File: src/rtl/assert_macros.svh
// Assertion macros shared by the RTL.
`ifndef ASSERT_MACROS_SVH
`define ASSERT_MACROS_SVH
// Condition must hold in the same cycle as the trigger.
`define RSMP_ASSERT_NOW(lbl, trig, cond, msg) \
    lbl: assert property (@(posedge clk) disable iff (!rst_n) (trig) |-> (cond)) else $error(msg);
// Condition must hold in the cycle after the trigger.
`define RSMP_ASSERT_NEXT(lbl, trig, cond, msg) \
    lbl: assert property (@(posedge clk) disable iff (!rst_n) (trig) |=> (cond)) else $error(msg);
`endif

File: src/rtl/rsmp_pkg.sv
// Shared constants, types and coefficient tables of the two-stage resampler.
`timescale 1ns / 1ps
package rsmp_pkg;

    localparam int FIRST_TAPS     = 61;
    localparam int FIRST_DECIM    = 5;
    localparam int INTERP_FACTOR  = 13;
    localparam int DECIM_FACTOR   = 24;
    localparam int TAPS_PER_PHASE = 57;
    localparam int SAMPLE_BITS    = 16;
    localparam int COEF_BITS      = 18;
    localparam int ACC_BITS       = 48;
    localparam int S1_HALF        = 31;
    localparam int S1_PROTO       = 61;
    localparam int S2_HALF        = 365;
    localparam int S2_PROTO       = 729;
    localparam int S2_DEPTH       = INTERP_FACTOR * TAPS_PER_PHASE;
    localparam int S1_AW          = $clog2(FIRST_TAPS);
    localparam int S2_AW          = $clog2(S2_DEPTH);

    typedef logic signed [COEF_BITS-1:0]   coef_t;
    typedef logic signed [SAMPLE_BITS-1:0] smp_t;
    typedef logic signed [ACC_BITS-1:0]    acc_t;
    typedef coef_t s1_rom_t [FIRST_TAPS];
    typedef coef_t s2_rom_t [S2_DEPTH];

    typedef struct packed {
        logic clear;
        logic vld;
    } mac_ctrl_t;

    localparam int S1_HALF_D [S1_HALF] = '{
        -31204, -4545, 27904, 68462, 117369, 171261, 222291, 258239, 263792, 222986,
        122527, -44472, -274968, -553362, -850401, -1124041, -1322480, -1389213, -1269630,
        -918414, -306760, 571594, 1696486, 3020315, 4470262, 5953716, 7366408, 8602410,
        9564828, 10175928, 10385425
    };

    localparam int S2_HALF_D [S2_HALF] = '{
        6223, 8348, 10558, 12822, 15103, 17364, 19563, 21657, 23602, 25352,
        26862, 28088, 28987, 29518, 29645, 29335, 28560, 27297, 25530, 23250,
        20457, 17156, 13363, 9102, 4406, -685, -6118, -11837, -17773, -23854,
        -29997, -36117, -42123, -47919, -53408, -58492, -63073, -67054, -70345, -72856,
        -74507, -75225, -74948, -73624, -71213, -67689, -63041, -57275, -50410, -42486,
        -33556, -23693, -12986, -1541, 10521, 23065, 35940, 48986, 62030, 74893,
        87389, 99328, 110520, 120776, 129911, 137746, 144115, 148862, 151848, 152951,
        152070, 149128, 144071, 136874, 127538, 116095, 102608, 87168, 69899, 50954,
        30517, 8797, -13967, -37515, -61564, -85814, -109948, -133640, -156555, -178356,
        -198708, -217281, -233757, -247834, -259230, -267687, -272980, -274914, -273333,
        -268124,
        -259216, -246584, -230256, -210307, -186864, -160106, -130261, -97608, -62475,
        -25231,
        13710, 53898, 94851, 136058, 176987, 217094, 255821, 292613, 326921, 358207,
        385958, 409687, 428946, 443327, 452477, 456097, 453952, 445874, 431768, 411615,
        385475, 353489, 315879, 272948, 225079, 172731, 116439, 56804, -5507, -69772,
        -135221, -201043, -266396, -330420, -392241, -450990, -505810, -555867, -600365,
        -638554,
        -669745, -693318, -708733, -715538, -713383, -702020, -681315, -651250, -611931,
        -563584,
        -506559, -441331, -368495, -288760, -202948, -111983, -16881, 81255, 181253, 281883,
        381869, 479909, 574686, 664889, 749226, 826447, 895353, 954824, 1003823, 1041425,
        1066821, 1079337, 1078447, 1063781, 1035138, 992489, 935985, 865958, 782926, 687585,
        580809, 463646, 337303, 203138, 62649, -82545, -230721, -380069, -528715, -674743,
        -816217, -951208, -1077816, -1194198, -1298589, -1389331, -1464896, -1523907,
        -1565160, -1587648,
        -1590574, -1573368, -1535704, -1477506, -1398957, -1300505, -1182863, -1047007,
        -894172, -725840,
        -543732, -349788, -146152, 64853, 280748, 498923, 716673, 931224, 1139769, 1339500,
        1527647, 1701514, 1858509, 1996189, 2112285, 2204744, 2271754, 2311775, 2323569,
        2306220,
        2259153, 2182153, 2075379, 1939366, 1775034, 1583683, 1366988, 1126989, 866075,
        586962,
        292669, -13512, -328049, -647209, -967096, -1283700, -1592941, -1890715, -2172949,
        -2435652,
        -2674963, -2887205, -3068936, -3216995, -3328555, -3401158, -3432764, -3421783,
        -3367109, -3268145,
        -3124827, -2937639, -2707622, -2436378, -2126065, -1779388, -1399582, -990387,
        -556016, -101120,
        369256, 849721, 1334598, 1817979, 2293788, 2755853, 3197977, 3614006, 3997908,
        4343847,
        4646260, 4899927, 5100048, 5242308, 5322946, 5338817, 5287443, 5167070, 4976706,
        4716159,
        4386067, 3987915, 3524046, 2997665, 2412829, 1774434, 1088181, 360548, -401259,
        -1189360,
        -1995265, -2809939, -3623888, -4427239, -5209830, -5961309, -6671236, -7329178,
        -7924826, -8448092,
        -8889222, -9238899, -9488349, -9629439, -9654773, -9557785, -9332819, -8975211,
        -8481352, -7848750,
        -7076078, -6163212, -5111262, -3922583, -2600783, -1150713, 421551, 2108744,
        3902451, 5793165,
        7770356, 9822543, 11937385, 14101777, 16301956, 18523608, 20751995, 22972070,
        25168610, 27326347,
        29430098, 31464897, 33416129, 35269658, 37011953, 38630207, 40112455, 41447680,
        42625912, 43638319,
        44477288, 45136492, 45610949, 45897070, 45992685
    };

    // Decimal 1e-8 units to Q1.17, ties away from zero.
    function automatic coef_t to_q17(int d);
        longint m;
        longint q;
        m = (d < 0) ? -longint'(d) : longint'(d);
        q = (m * 131072 + 50000000) / 100000000;
        return (d < 0) ? coef_t'(-q) : coef_t'(q);
    endfunction

    function automatic s1_rom_t build_s1();
        s1_rom_t rom;
        int h;
        for (int t = 0; t < FIRST_TAPS; t++) begin
            h = (t < S1_HALF) ? t : (S1_PROTO - 1 - t);
            rom[t] = (t < S1_PROTO && h < S1_HALF) ? to_q17(S1_HALF_D[h]) : coef_t'(0);
        end
        return rom;
    endfunction

    function automatic s2_rom_t build_s2();
        s2_rom_t rom;
        int k;
        int h;
        for (int p = 0; p < INTERP_FACTOR; p++) begin
            for (int t = 0; t < TAPS_PER_PHASE; t++) begin
                k = p + INTERP_FACTOR * t;
                h = (k < S2_HALF) ? k : (S2_PROTO - 1 - k);
                rom[p * TAPS_PER_PHASE + t] = (k < S2_PROTO && h >= 0 && h < S2_HALF) ?
                    to_q17(S2_HALF_D[h]) : coef_t'(0);
            end
        end
        return rom;
    endfunction

    localparam s1_rom_t S1_ROM = build_s1();
    localparam s2_rom_t S2_ROM = build_s2();

endpackage

File: src/rtl/rsmp_hist_ram.sv
// Sample history memory: one write port, one registered read port, zero until written.
`timescale 1ns / 1ps
module rsmp_hist_ram #(
    parameter int DEPTH = rsmp_pkg::FIRST_TAPS,
    parameter int AW    = $clog2(DEPTH)
) (
    input  logic          clk,
    input  logic          rst_n,
    input  logic          wr_en,
    input  logic [AW-1:0] wr_addr,
    input  logic [31:0]   wr_data,
    input  logic [AW-1:0] rd_addr,
    output logic [31:0]   rd_data
);
    import rsmp_pkg::*;

    logic [31:0]      mem [DEPTH];
    logic [DEPTH-1:0] written_reg;
    logic [31:0]      rd_raw_reg;
    logic             rd_ok_reg;

    always_ff @(posedge clk)
    begin
        if (wr_en)
        begin
            mem[wr_addr] <= wr_data;
        end
        rd_raw_reg <= mem[rd_addr];
    end

    always_ff @(posedge clk or negedge rst_n)
    begin
        if (!rst_n)
        begin
            written_reg <= '0;
            rd_ok_reg   <= 1'b0;
        end
        else
        begin
            if (wr_en)
            begin
                written_reg[wr_addr] <= 1'b1;
            end
            rd_ok_reg <= written_reg[rd_addr];
        end
    end

    assign rd_data = rd_ok_reg ? rd_raw_reg : 32'd0;

endmodule

File: config.mk
export PLATFORM = sky130hd
export DESIGN_NAME = rsmp_hist_ram
export DESIGN_NICKNAME = d
export VERILOG_FILES = /design/src/rtl/assert_macros.svh /design/src/rtl/rsmp_pkg.sv /design/src/rtl/rsmp_hist_ram.sv
export SDC_FILE = /design/constraint.sdc
export NUM_CORES = 2
export LEC_CHECK = 0
export BUFFER_PORTS_ARGS = -buffer_cell sky130_fd_sc_hd__buf_4
export CORE_ASPECT_RATIO = 1.75
export CORE_UTILIZATION = 30
export DETAILED_ROUTE_END_ITERATION = 6
export PLACE_DENSITY_LB_ADDON = 0.05
export SLEW_MARGIN = 20
export SYNTH_ARGS = -nofsm -noshare
export SYNTH_HDL_FRONTEND = slang
export SYNTH_SLANG_ARGS = --single-unit
File: constraint.sdc
create_clock -name clk -period 3.3 [get_ports clk]
set_input_delay 0.66 -clock clk [delete_from_list [all_inputs] [get_ports clk]]
set_output_delay 0.66 -clock clk [all_outputs]
set_load 0.03 [all_outputs]
; After elaboration in Yosys (flattened, before gate mapping)
; Memory sizes are Yosys's and may differ from the RTL's. A register that Yosys moved wholly into a read port is not among the register bits.
; Index checks and enable logic that the tools add are counted.
; W data, S select, Z words.
[word_totals]
reg_bits = 62
ramBits = 1952
output_inout_bits = 32
wordCells = 15
n_memories = 1
[op_classes]
n_lt_le_gt_ge = 3
mux = 7
bitwise = 1
reduce_logical = 1
[mem_list]
columns = memory, depth, word_bits, read_ports, rd_ports_with_merged_regs, wr, line_no
row1 = mem, 61, 32, 1, 1, 1, rsmp_hist_ram.sv:17  ; logic [31:0] mem [DEPTH];
[op_table]
columns = operator, n
row1 = $or A61 B61 Y61, 1
row2 = $mux W32, 1
row3 = $lt A6 B7 Y1 const B, 2
row4 = $bmux W1 S6, 1
row5 = $demux W1 S6, 1
row6 = $ge A6 B1 Y1 const B, 1
row7 = $mux W1, 4
row8 = $logic_and A1 B1 Y1, 1

; Depth between registers and ports, before layout
[logic_depth]
ltp_word = 5
mapped_depth = 9
ltp_nobuf = 5

; Worst setup path before layout
; No wires, ideal clock.
[synth_path]
kind = in2reg
start = input wr_addr[5]
end = memory mem[32][0] (enable)
setup_time_ns = 0.462
arrival_time_ns = 3.466
setup_slack_ns = -0.628
cell_stages = 5
n_path_buf = 1
cell_sequence = clkbuf_1 -> nand2_1 -> nor3_1 -> nand2b_1 -> nor3_1
[synth_lines]
columns = item, line_no
row1 = "start, declared", rsmp_hist_ram.sv:10  ; input logic [AW-1:0] wr_addr,
row2 = "end, declared", rsmp_hist_ram.sv:17
; Straight into the memory's write port.

; Worst setup path in the final report
[layout_path]
start = register rd_ok_reg
end = output rd_data[29]
[layout_via]
elab_chain_len = 1
[layout_rtl]
columns = item, line_no
row1 = "start, declared", rsmp_hist_ram.sv:20  ; logic rd_ok_reg;
row2 = "start signal, assigned", rsmp_hist_ram.sv:44  ; rd_ok_reg <= written_reg[rd_addr];
row3 = $mux W32, rsmp_hist_ram.sv:48  ; assign rd_data = rd_ok_reg ? rd_raw_reg : 32'd0;
row4 = "end, declared", rsmp_hist_ram.sv:13  ; output logic [31:0] rd_data
; Every way passes these cells.

==> results.yml <==
status:
  status: "completed"
pwr:
  powerDensity_nw_per_um2: 606
  total_leakage_power_uw: 0.0292
  max-vdd-ir-drop_mv: 0.365
hold_path:
  hold_depth: 3
  worstHoldStart: "rd_addr[5]"
  hold_end: "rd_ok_reg"
  hold_class: "primary input to register"
critical_path:
  crit_path_top_delay_cell: "dfrtp_2"
  cp_top_family: "flip-flops"
  worst-path-buf-inv: 2
  critPathMaxFanout: 22
  crit_top_cell: "buf_4"
  r2r_cells: 4
  r2r_setup_slack_ps: 1100
  critPathLaunchType: "register"
  crit_chain: "buf_4, and2_1, buf_4"
  crit_start: "rd_ok_reg"
  rr_endpoint: "rd_raw_reg[14]"
  slowest_delay_ps: 720
  r2r-start: "mem[55][14]"
  arrival_ps: 2380
  critPathKind: "register to primary output"
  critPathCaptureType: "primary output"
  cp_data_required_time_ps: 2640
timing:
  min_period_ps: 3040
  slew_headroom_pct: 27.8
  rsz0062_at_grt: "false"
  maxSlewViolCount: 0
  finalClockSkew_ps: 30.6
  post-route-period-util_pct: 92.2
  max_freq_ghz: 0.329
  tightest_slew_ps: 1080
  worst_slack_ps: 259
  final_hold_viol_count: 0
  setup_violations: 0
floorplan:
  start_util_pct: 30.2
  rows: 247
  die_w_um: 388
  dieArea_um2: 262000
  die_h_um: 677
  fp.coreArea_um2: 259000
  boundaryPins: 79
global_routing:
  groute.layer.met1.usage_pct: 22.8
  grt_overflow: 0
  use_met2_pct: 33.6
  grt_pass1_wl_mm: 334
  grt_pass1_vias: 39819
  met3_usage_pct: 2.63
  top_usage_layer: "met2"
  grt_antenna_before_repair: 34
  grtUsageTotal_pct: 18.5
  grt_max_degree: 63
placement:
  gp_congestion: 0.745
  dpl-instance-area_um2: 85500
  preCtsSetupSlack_ps: -118
  hpwl_mm: 144
  io_buffers: 78
route:
  first_pass_iters: 7
  drc_errors: 0
  wl_mm: 243
  wl_per_cell_um: 33.1
  vias_per_cell: 5.06
  ant_nets: 0
  vias: 37115
  drt_iter0_markers: 2954
clock_tree:
  cts_root_buf: "clkbuf_16"
  clock_path_buffers: 4
  clock_latency_ps: 860
  cts.sinks: 2046
  cts_tree: "built"
  cts-buffers-inserted: 202
  ctsResizeCount: 0
  cts_setup_buffers: 0
  cts_max_level: 4
  clkTransAtPathRegs_ps: 60
synthesis:
  synth_cell_type_count: 37
  ys.flop_type: "edfxtp_1"
  ys_ff_latch: 2046
  syn_area_um2: 78000
  async_flop_share_pct: 3.03
  syn_inst: 3462
  synth-edff-count: 1952
  ys.warnings.count: 0
  synth_nets: 3509
  avgSynthCellArea_um2: 22.5
  yosysSeqAreaShare_pct: 77.9
job:
  maxCapViolations: 0
cells_and_area:
  nNetsFinal: 3850
  drive_above_1_share_pct: 32.0
  seqCellArea_um2: 60800
  fin_area_um2: 92200
  area_growth_pct: 18.1
  multi_input_area_um2: 16800
  fillCellCount: 23552
  largest_register_ffs: 1952
-- tightest hold or removal path, cell delays in order --
cell	delay [ps]
buf_4	220
nand2_1	110
o221ai_1	90
-- placed cells by master, fill, tap and decap left out, drive strengths merged, types with 2 or more instances in the layout --
| cell type | synthesis | layout |
|---|---|---|
| inv | 0 | 4 |
| o22ai | 18 | 18 |
| nor2 | 75 | 75 |
| clkinvlp | 0 | 5 |
| diode | 0 | 13 |
| a21oi | 10 | 10 |
| dfrtp | 62 | 62 |
| o221a | 20 | 20 |
| mux4 | 493 | 493 |
| clkinv | 0 | 83 |
| nor3b | 2 | 2 |
| nand3b | 4 | 4 |
| o211ai | 2 | 2 |
| clkbuf | 85 | 243 |
| o221ai | 17 | 17 |
| mux2i | 175 | 175 |
| a22oi | 53 | 53 |
| nor3 | 3 | 3 |
| o21ai | 81 | 81 |
| buf | 109 | 329 |
| nand2 | 45 | 45 |
| and2 | 33 | 33 |
| nand3 | 6 | 6 |
| dfxtp | 32 | 32 |
| or3 | 2 | 2 |
| mux2 | 29 | 29 |
| a211oi | 44 | 44 |
| nor2b | 30 | 30 |
| or2 | 66 | 66 |
| nand2b | 8 | 8 |
| bufinv | 0 | 27 |
| edfxtp | 1952 | 1952 |
-- per-layer routing --
layer	vias to the layer above	routed length [µm]
li1	15259	-
met1	20672	97300
met2	860	129000
met3	318	10400
met4	6	6050
met5	-	31
-- repair_timing --
action | 4_1_cts | 5_1_grt
hold buffers | 1 | 0
setup endpoints to repair | 0 | 0
endpoints found under the hold margin | 62 | 0
-- Yosys cell counts (10+ instances only) --
cell	count	area [µm²]
edfxtp_1	1952	58600
nor2b_1	30	188
buf_1	25	93.8
o21ai_0	81	405
and2_1	33	206
o221ai_1	17	149
nor2_1	75	282
a21oi_1	10	50.1
o221a_1	20	225
clkbuf_1	85	319
o22ai_1	18	113
a22oi_1	53	398
a211oi_1	44	330
nand2_1	45	169
or2_2	65	407
mux2_2	29	327
buf_2	63	315
dfxtp_1	32	641
mux2i_1	175	1750
mux4_2	493	11100
dfrtp_1	62	1550
buf_4	18	135
-- report_power, final --
part           internal (µW)  switching [µW]
Sequential             28800             237
Clock                  13600            9990
Combinational           1300            1900
Total                  43700           12100
-- kinds of logic (layout without fill, tap and decap cells) --
group,Yosys count,after routing,share of synthesized area (%)
flip-flops,2046,2046,77.9
buffers and inverters,194,692,1.15
AO/OA/AOI/OAI,246,246,2.17
other,0,13,0
multiplexers,697,697,16.9
AND/OR/NAND/NOR,279,279,1.86
-- stage by stage --
step / cells / hold slack, ps / power [µW] / util, % / TNS (ps)
after floorplan: 3462 / 364 / 31200 / - / 0
after global placement: 6959 / 444 / 32800 / 33.1 / -143
after detailed placement: 6959 / 446 / 32900 / 33.1 / -128
after CTS: 7321 / 235 / 56700 / 35.6 / 0
after global routing: 7322 / 269 / 57600 / 35.6 / 0
final: 7334 / 304 / 55900 / 35.6 / 0
-- layout make-up --
class | count | area share, %
Antenna cell | 13 | 0.0353
Clock buffer | 242 | 5.82
Clock inverter | 119 | 1.37
Multi-Input combinational cell | 1222 | 18.2
Sequential cell | 2046 | 66.0
Tap cell | 3361 | 4.56
Timing Repair Buffer | 331 | 4.02
-- how the worst max path moves through the flow --
stage,to,slack (ps),cells past startpoint
floorplan,mem[10][0],10,4
global placement,rd_raw_reg[14],-140,7
detailed placement,rd_raw_reg[14],-120,7
CTS,rd_data[29],130,3
global route,rd_data[29],140,3
finish,rd_data[29],260,3
Note: power is estimated with default switching activity, not from simulation.
