### src/rtl/assert_macros.svh
// Assertion macros shared by the RTL.
`ifndef ASSERT_MACROS_SVH
`define ASSERT_MACROS_SVH
// Condition must hold in the same cycle as the trigger.
`define RSMP_ASSERT_NOW(lbl, trig, cond, msg) \
    lbl: assert property (@(posedge clk) disable iff (!rst_n) (trig) |-> (cond)) else $error(msg);
// Condition must hold in the cycle after the trigger.
`define RSMP_ASSERT_NEXT(lbl, trig, cond, msg) \
    lbl: assert property (@(posedge clk) disable iff (!rst_n) (trig) |=> (cond)) else $error(msg);
`endif

### src/rtl/rsmp_pkg.sv
// Shared constants, types and coefficient tables of the two-stage resampler.
`timescale 1ns / 1ps
package rsmp_pkg;

    localparam int FIRST_TAPS     = 61;
    localparam int FIRST_DECIM    = 5;
    localparam int INTERP_FACTOR  = 13;
    localparam int DECIM_FACTOR   = 24;
    localparam int TAPS_PER_PHASE = 57;
    localparam int SAMPLE_BITS    = 16;
    localparam int COEF_BITS      = 18;
    localparam int ACC_BITS       = 48;
    localparam int S1_HALF        = 31;
    localparam int S1_PROTO       = 61;
    localparam int S2_HALF        = 365;
    localparam int S2_PROTO       = 729;
    localparam int S2_DEPTH       = INTERP_FACTOR * TAPS_PER_PHASE;
    localparam int S1_AW          = $clog2(FIRST_TAPS);
    localparam int S2_AW          = $clog2(S2_DEPTH);

    typedef logic signed [COEF_BITS-1:0]   coef_t;
    typedef logic signed [SAMPLE_BITS-1:0] smp_t;
    typedef logic signed [ACC_BITS-1:0]    acc_t;
    typedef coef_t s1_rom_t [FIRST_TAPS];
    typedef coef_t s2_rom_t [S2_DEPTH];

    typedef struct packed {
        logic clear;
        logic vld;
    } mac_ctrl_t;

    localparam int S1_HALF_D [S1_HALF] = '{
        -31204, -4545, 27904, 68462, 117369, 171261, 222291, 258239, 263792, 222986,
        122527, -44472, -274968, -553362, -850401, -1124041, -1322480, -1389213, -1269630,
        -918414, -306760, 571594, 1696486, 3020315, 4470262, 5953716, 7366408, 8602410,
        9564828, 10175928, 10385425
    };

    localparam int S2_HALF_D [S2_HALF] = '{
        6223, 8348, 10558, 12822, 15103, 17364, 19563, 21657, 23602, 25352,
        26862, 28088, 28987, 29518, 29645, 29335, 28560, 27297, 25530, 23250,
        20457, 17156, 13363, 9102, 4406, -685, -6118, -11837, -17773, -23854,
        -29997, -36117, -42123, -47919, -53408, -58492, -63073, -67054, -70345, -72856,
        -74507, -75225, -74948, -73624, -71213, -67689, -63041, -57275, -50410, -42486,
        -33556, -23693, -12986, -1541, 10521, 23065, 35940, 48986, 62030, 74893,
        87389, 99328, 110520, 120776, 129911, 137746, 144115, 148862, 151848, 152951,
        152070, 149128, 144071, 136874, 127538, 116095, 102608, 87168, 69899, 50954,
        30517, 8797, -13967, -37515, -61564, -85814, -109948, -133640, -156555, -178356,
        -198708, -217281, -233757, -247834, -259230, -267687, -272980, -274914, -273333,
        -268124,
        -259216, -246584, -230256, -210307, -186864, -160106, -130261, -97608, -62475,
        -25231,
        13710, 53898, 94851, 136058, 176987, 217094, 255821, 292613, 326921, 358207,
        385958, 409687, 428946, 443327, 452477, 456097, 453952, 445874, 431768, 411615,
        385475, 353489, 315879, 272948, 225079, 172731, 116439, 56804, -5507, -69772,
        -135221, -201043, -266396, -330420, -392241, -450990, -505810, -555867, -600365,
        -638554,
        -669745, -693318, -708733, -715538, -713383, -702020, -681315, -651250, -611931,
        -563584,
        -506559, -441331, -368495, -288760, -202948, -111983, -16881, 81255, 181253, 281883,
        381869, 479909, 574686, 664889, 749226, 826447, 895353, 954824, 1003823, 1041425,
        1066821, 1079337, 1078447, 1063781, 1035138, 992489, 935985, 865958, 782926, 687585,
        580809, 463646, 337303, 203138, 62649, -82545, -230721, -380069, -528715, -674743,
        -816217, -951208, -1077816, -1194198, -1298589, -1389331, -1464896, -1523907,
        -1565160, -1587648,
        -1590574, -1573368, -1535704, -1477506, -1398957, -1300505, -1182863, -1047007,
        -894172, -725840,
        -543732, -349788, -146152, 64853, 280748, 498923, 716673, 931224, 1139769, 1339500,
        1527647, 1701514, 1858509, 1996189, 2112285, 2204744, 2271754, 2311775, 2323569,
        2306220,
        2259153, 2182153, 2075379, 1939366, 1775034, 1583683, 1366988, 1126989, 866075,
        586962,
        292669, -13512, -328049, -647209, -967096, -1283700, -1592941, -1890715, -2172949,
        -2435652,
        -2674963, -2887205, -3068936, -3216995, -3328555, -3401158, -3432764, -3421783,
        -3367109, -3268145,
        -3124827, -2937639, -2707622, -2436378, -2126065, -1779388, -1399582, -990387,
        -556016, -101120,
        369256, 849721, 1334598, 1817979, 2293788, 2755853, 3197977, 3614006, 3997908,
        4343847,
        4646260, 4899927, 5100048, 5242308, 5322946, 5338817, 5287443, 5167070, 4976706,
        4716159,
        4386067, 3987915, 3524046, 2997665, 2412829, 1774434, 1088181, 360548, -401259,
        -1189360,
        -1995265, -2809939, -3623888, -4427239, -5209830, -5961309, -6671236, -7329178,
        -7924826, -8448092,
        -8889222, -9238899, -9488349, -9629439, -9654773, -9557785, -9332819, -8975211,
        -8481352, -7848750,
        -7076078, -6163212, -5111262, -3922583, -2600783, -1150713, 421551, 2108744,
        3902451, 5793165,
        7770356, 9822543, 11937385, 14101777, 16301956, 18523608, 20751995, 22972070,
        25168610, 27326347,
        29430098, 31464897, 33416129, 35269658, 37011953, 38630207, 40112455, 41447680,
        42625912, 43638319,
        44477288, 45136492, 45610949, 45897070, 45992685
    };

    // Decimal 1e-8 units to Q1.17, ties away from zero.
    function automatic coef_t to_q17(int d);
        longint m;
        longint q;
        m = (d < 0) ? -longint'(d) : longint'(d);
        q = (m * 131072 + 50000000) / 100000000;
        return (d < 0) ? coef_t'(-q) : coef_t'(q);
    endfunction

    function automatic s1_rom_t build_s1();
        s1_rom_t rom;
        int h;
        for (int t = 0; t < FIRST_TAPS; t++) begin
            h = (t < S1_HALF) ? t : (S1_PROTO - 1 - t);
            rom[t] = (t < S1_PROTO && h < S1_HALF) ? to_q17(S1_HALF_D[h]) : coef_t'(0);
        end
        return rom;
    endfunction

    function automatic s2_rom_t build_s2();
        s2_rom_t rom;
        int k;
        int h;
        for (int p = 0; p < INTERP_FACTOR; p++) begin
            for (int t = 0; t < TAPS_PER_PHASE; t++) begin
                k = p + INTERP_FACTOR * t;
                h = (k < S2_HALF) ? k : (S2_PROTO - 1 - k);
                rom[p * TAPS_PER_PHASE + t] = (k < S2_PROTO && h >= 0 && h < S2_HALF) ?
                    to_q17(S2_HALF_D[h]) : coef_t'(0);
            end
        end
        return rom;
    endfunction

    localparam s1_rom_t S1_ROM = build_s1();
    localparam s2_rom_t S2_ROM = build_s2();

endpackage

### src/rtl/rsmp_mac.sv
// Complex multiply-accumulate pipeline: product register then accumulator.
`timescale 1ns / 1ps
module rsmp_mac (
    input  logic                clk,
    input  logic                rst_n,
    input  rsmp_pkg::mac_ctrl_t ctrl,
    input  rsmp_pkg::coef_t     coef,
    input  rsmp_pkg::smp_t      smp_i,
    input  rsmp_pkg::smp_t      smp_q,
    output logic                busy,
    output rsmp_pkg::acc_t      acc_i,
    output rsmp_pkg::acc_t      acc_q
);
    import rsmp_pkg::*;

    localparam int PROD_BITS = COEF_BITS + SAMPLE_BITS;

    logic signed [PROD_BITS-1:0] prod_i_reg, prod_q_reg;
    logic                        prod_vld_reg;
    acc_t                        acc_i_reg, acc_q_reg;

    always_ff @(posedge clk)
    begin
        prod_i_reg <= coef * smp_i;
        prod_q_reg <= coef * smp_q;
    end

    always_ff @(posedge clk or negedge rst_n)
    begin
        if (!rst_n)
        begin
            prod_vld_reg <= 1'b0;
            acc_i_reg    <= '0;
            acc_q_reg    <= '0;
        end
        else
        begin
            prod_vld_reg <= ctrl.vld;
            if (ctrl.clear)
            begin
                acc_i_reg <= '0;
                acc_q_reg <= '0;
            end
            else if (prod_vld_reg)
            begin
                acc_i_reg <= acc_i_reg + ACC_BITS'(prod_i_reg);
                acc_q_reg <= acc_q_reg + ACC_BITS'(prod_q_reg);
            end
        end
    end

    assign busy  = prod_vld_reg;
    assign acc_i = acc_i_reg;
    assign acc_q = acc_q_reg;

endmodule

### config.mk
export PLATFORM = sky130hd
export DESIGN_NAME = rsmp_mac
export DESIGN_NICKNAME = d
export VERILOG_FILES = /design/src/rtl/assert_macros.svh /design/src/rtl/rsmp_pkg.sv /design/src/rtl/rsmp_mac.sv
export SDC_FILE = /design/constraint.sdc
export NUM_CORES = 2
export LEC_CHECK = 0
export BUFFER_PORTS_ARGS = -buffer_cell sky130_fd_sc_hd__buf_4
export CAP_MARGIN = 10
export CORE_MARGIN = 2
export CORE_UTILIZATION = 55
export CTS_CLUSTER_SIZE = 25
export DETAILED_ROUTE_END_ITERATION = 8
export GPL_TIMING_DRIVEN = 1
export PLACE_DENSITY = 0.73
export SLEW_MARGIN = 20
export SYNTH_ARGS = -nofsm -noshare
export SYNTH_HDL_FRONTEND = slang
export SYNTH_SLANG_ARGS = --single-unit
### constraint.sdc
create_clock -name clk -period 3.4 [get_ports clk]
set_input_delay 0.17 -clock clk [delete_from_list [all_inputs] [get_ports clk]]
set_output_delay 0.17 -clock clk [all_outputs]
set_load 0.03 [all_outputs]
# Word-level counts from Yosys, hierarchy flattened
# Index checks and enable logic that the tools add are counted.
[word_totals] mem_count=0 output_inout_bits=97 romBits=0 latchBits=0 ramBits=0 regBits=165 inputBits=54 wordCells=14
[op_classes] n_mul=2 n_div=0 n_shift=0 eq_ne=0 magnitude_cmp=0 n_bitwise=0 n_addsub=2 n_mux=4 n_reduce_logical=1
[op_table] op="2-to-1 mux 48 bit" count=4
[op_table] op="adder 48 x 34 -> 48 bit" count=2
[op_table] op="multiplier 18 x 16 -> 34 bit" count=2
[op_table] op="nonzero test 2 bit" count=1

# Logic depth before layout (Yosys ltp)
[logic_depth] ltp_word=3 ltp_mapped=26 ltp_nobuf=25

# Least setup slack after synthesis
# No wires, ideal clock.
[synth_timing] path_kind="input to register" from="input smp_i[7]" to="register prod_i_reg[32]" setup_time_ns=0.123 t_required_ns=3.277 slack_ns=-2.584 t_arrival_ns=5.860 path_buffers=2 cell_stages=24 path_cell_list="clkbuf_1 > clkbuf_1 > nand2_1 > fa_1 > inv_1 > fa_1 > fa_1 > fa_1 > fa_1 > inv_1 > fa_1 > inv_1 > ha_1 > a21o_1 > a21o_1 > a21o_1 > a21o_1 > a21o_1 > a21o_1 > a32oi_1 > a31oi_1 > a31oi_1 > o21bai_1 > xor2_1"
[synth_via] elab_chain_cells=1
[synth_rtl] item="start, declared" line="rsmp_mac.sv:8" rtl="input rsmp_pkg::smp_t smp_i,"
[synth_rtl] item="multiplier 18 x 16 -> 34 bit" line="rsmp_mac.sv:24" rtl="prod_i_reg <= coef * smp_i;"
[synth_rtl] item="end signal, assigned" line="rsmp_mac.sv:24"
[synth_rtl] item="end, declared" line="rsmp_mac.sv:18" rtl="logic signed [PROD_BITS-1:0] prod_i_reg, prod_q_reg;"
# No other way between the ends.
# A chain may end at the register's enable or synchronous reset.

# Final worst setup path
[layout_timing] from="input coef[6]" to="register prod_i_reg[33]"
[layout_via] elab_chain_cells=1
[layout_rtl] item="start, declared" line="rsmp_mac.sv:7" rtl="input rsmp_pkg::coef_t coef,"
[layout_rtl] item="multiplier 18 x 16 -> 34 bit" line="rsmp_mac.sv:24"
# No other way between the ends.

==> reports/results.ini <==
[timing]
drv_slew = 0
slew_headroom = 0.341
min_period_over_period = 1.54
finalHoldViolations = 0
setup_ws_ps = -1850
fmax_mhz = 191
setup_viol = 52
tightest_slew_ps = 986
finalCriticalPeriod_ps = 5250
clock-skew-final_ps = 14.3
rsz0062_at_grt = yes
holdWs_ps = 179

[die]
die_h_um = 243
num_io_pins = 151
rows = 87
dieArea_um2 = 59200
die_w_um = 243
start_util = 0.557
core_um2 = 56500

[critical_path]
path_depth = 25
path_buf_inv = 6
r2r_cells = 14
startpoint = coef[6]
reg2reg_setup_slack_ps = 140
r2r-start = acc_q[0]$_DFFE_PN0P_
required_ps = 3780
critPathTopFamily = adder cells
crit_fanout = 7
critical-path-slowest-cell = fa_1
crit_top_cell = fa_1
critical_path_class = input port to flop
slowest_delay_ps = 560
startpoint_type = input port
worstPathArrival_ps = 5630
critPathCaptureType = flop

[clock_tree]
clk_root_buffer_cell = clkbuf_16
clkLatencyLatePin_ps = 450
clock_sinks = 165
clkTransAtPathRegs_ps = 70
clockBufferDepth = 2
cts_tree = yes
cts_buffers = 17
cts.htree.levels = 4

[placement]
place_congestion = 0.930
place_area_um2 = 36400
port_buffers = 150
dp_slack_ps = -2480
dp_hpwl_um = 64600

[synthesis]
yosysWarnings = 0
synth_nets = 4324
synthFlopType = dfrtp_1
synth_edf_count = 0
seq_area_frac_synth = 0.120
synth_area_um2 = 31500
synth_cell_types = 85
synth_seq_cells = 165
syn_avg_cell_area_um2 = 9.20
netlist_instances = 3422
synthArstFlopShare = 0.588

[final_layout]
nets = 4795
diodes = 0
final_design_area_no_fill_um2 = 39300
drive_gt1_frac = 0.245
syn_to_final_growth_pct = 24.7

[flow_run]
maxCapViolCount = 0

[drt]
wl_um = 81500
via_per_inst = 5.34
dr.pass1.iters = 5
ant_nets = 0
wl_per_cell_um = 17.5
vias = 24900
drt_iter0_markers = 1539
post-route-drc-count = 0

[hold_path]
hold_path_depth = 3
hold_class = input port to flop
min_from = smp_q[0]

[global_route]
grt_max_degree = 66
grt.overflow.total = 0
grt.total_usage = 0.279
grt_pass1_vias = 26800
antenna_found_initial = 1
grt_first_pass_wirelength_um = 133000

[outcome]
violations = setup timing
status = finished with violations

cells by family (layout without fill, tap and decap cells):
family / after synthesis / in the layout / share of synthesized area
fa+ha+maj: 848 / 848 / 0.476
simple gates: 947 / 947 / 0.148
flops: 165 / 165 / 0.120
mux: 65 / 65 / 0.0207
xor+xnor: 156 / 156 / 0.0434
buf+inv: 790 / 1274 / 0.0947
compound gates: 451 / 451 / 0.0964
per-stage QoR:
| step | TNS (ps) | std cells | util |
|---|---|---|---|
| 5_1_grt | -75040 | 4662 | 0.695 |
| 4_1_cts | -63980 | 4628 | 0.676 |
| 6_report | -67140 | 4662 | 0.695 |
| 2_1_floorplan | -70380 | 3422 | - |
| 3_3_place_gp | -92980 | 4562 | 0.645 |
| 3_5_place_dp | -96010 | 4562 | 0.645 |
path summary, 6_finish.rpt:
check | to
max | prod_i_reg[33]$_DFF_P_
min | prod_q_reg[0]$_DFF_P_
max reg2reg | acc_q[34]$_DFFE_PN0P_
min reg2reg | acc_i[43]$_DFFE_PN0P_
max in group asynchronous | acc_q[18]$_DFFE_PN0P_
min in group asynchronous | acc_q[43]$_DFFE_PN0P_
cell type report:
type | instances | area, um2
Fill cell | 4278 | 17200
Inverter | 655 | 2470
Tap cell | 756 | 946
Clock inverter | 13 | 168
Multi-Input combinational cell | 2467 | 26100
Sequential cell | 165 | 3790
Clock buffer | 19 | 453
Timing Repair Buffer | 587 | 5300
Yosys cell counts, types with 4 or more instances:
library cell	n	area share
inv_1	655	0.078
fa_1	582	0.37
nand2_1	334	0.040
and2_1	284	0.056
ha_1	266	0.11
nor2_1	174	0.021
a21oi_1	131	0.021
clkbuf_1	122	0.015
xnor2_1	112	0.031
dfrtp_1	97	0.077
a21o_1	90	0.021
dfxtp_1	68	0.043
mux2i_1	64	0.020
o21ai_0	48	0.0076
xor2_1	44	0.012
nand3_1	30	0.0048
nand2b_1	26	0.0052
o21bai_1	26	0.0062
o21ai_1	23	0.0037
nor2b_1	22	0.0044
a31oi_1	19	0.0038
a211oi_1	18	0.0043
and3_1	17	0.0034
nand4_1	15	0.0030
o21a_1	15	0.0036
nor3_1	11	0.0017
a32oi_1	7	0.0019
o211ai_1	6	0.0014
buf_2	5	0.00079
nor4b_1	5	0.0014
o31ai_1	5	0.0012
a211o_1	4	0.0011
a31o_2	4	0.0011
buf_1	4	0.00048
nand3b_1	4	0.00095
o21ai_2	4	0.0011
or3_1	4	0.00079
cells in the final DEF, fill, tap and decap left out, drive strengths merged, types with 5 or more instances in the layout:
| cell | instances |
|---|---|
| nor2b | 22 |
| clkinv | 5 |
| mux2i | 64 |
| a31o | 5 |
| nand4 | 15 |
| a21boi | 5 |
| nor2 | 174 |
| o21bai | 27 |
| nand3 | 30 |
| nor4b | 6 |
| and2 | 284 |
| a21oi | 134 |
| xor2 | 44 |
| a21o | 91 |
| o31ai | 8 |
| xnor2 | 112 |
| nand2b | 26 |
| dfxtp | 68 |
| and3 | 17 |
| o21ai | 75 |
| inv | 658 |
| o21a | 15 |
| buf | 577 |
| a211oi | 21 |
| a31oi | 20 |
| ha | 266 |
| fa | 582 |
| o211ai | 6 |
| a32oi | 7 |
| dfrtp | 97 |
| clkbuf | 25 |
| nor3 | 12 |
| nand2 | 334 |
worst min-delay path, cell delays in order:
cell,delay (ps)
buf_4,140
buf_4,140
and2_1,130
metal layers:
| layer | track usage | part of all wire | up-vias |
|---|---|---|---|
| met4 | 0.0731 | 0.023 | 2 |
| met2 | 0.470 | 0.48 | 699 |
| li1 | - | - | 11600 |
| met1 | 0.389 | 0.44 | 12500 |
| met5 | 0 | 0.00020 | - |
| met3 | 0.0241 | 0.050 | 141 |
what timing repair did:
item                       in CTS  in global routing
hold endpoints to repair       64                  0
hold buffers                    2                  0
resized for setup             213                184
setup buffers                  33                 39
setup endpoints to repair      53                 76
gates cloned                    2                  6
pin swaps                     154                135
Power is left out: the tool's default activity adds up to more than one toggle a clock period on the data nets, which glitch-free logic cannot reach.
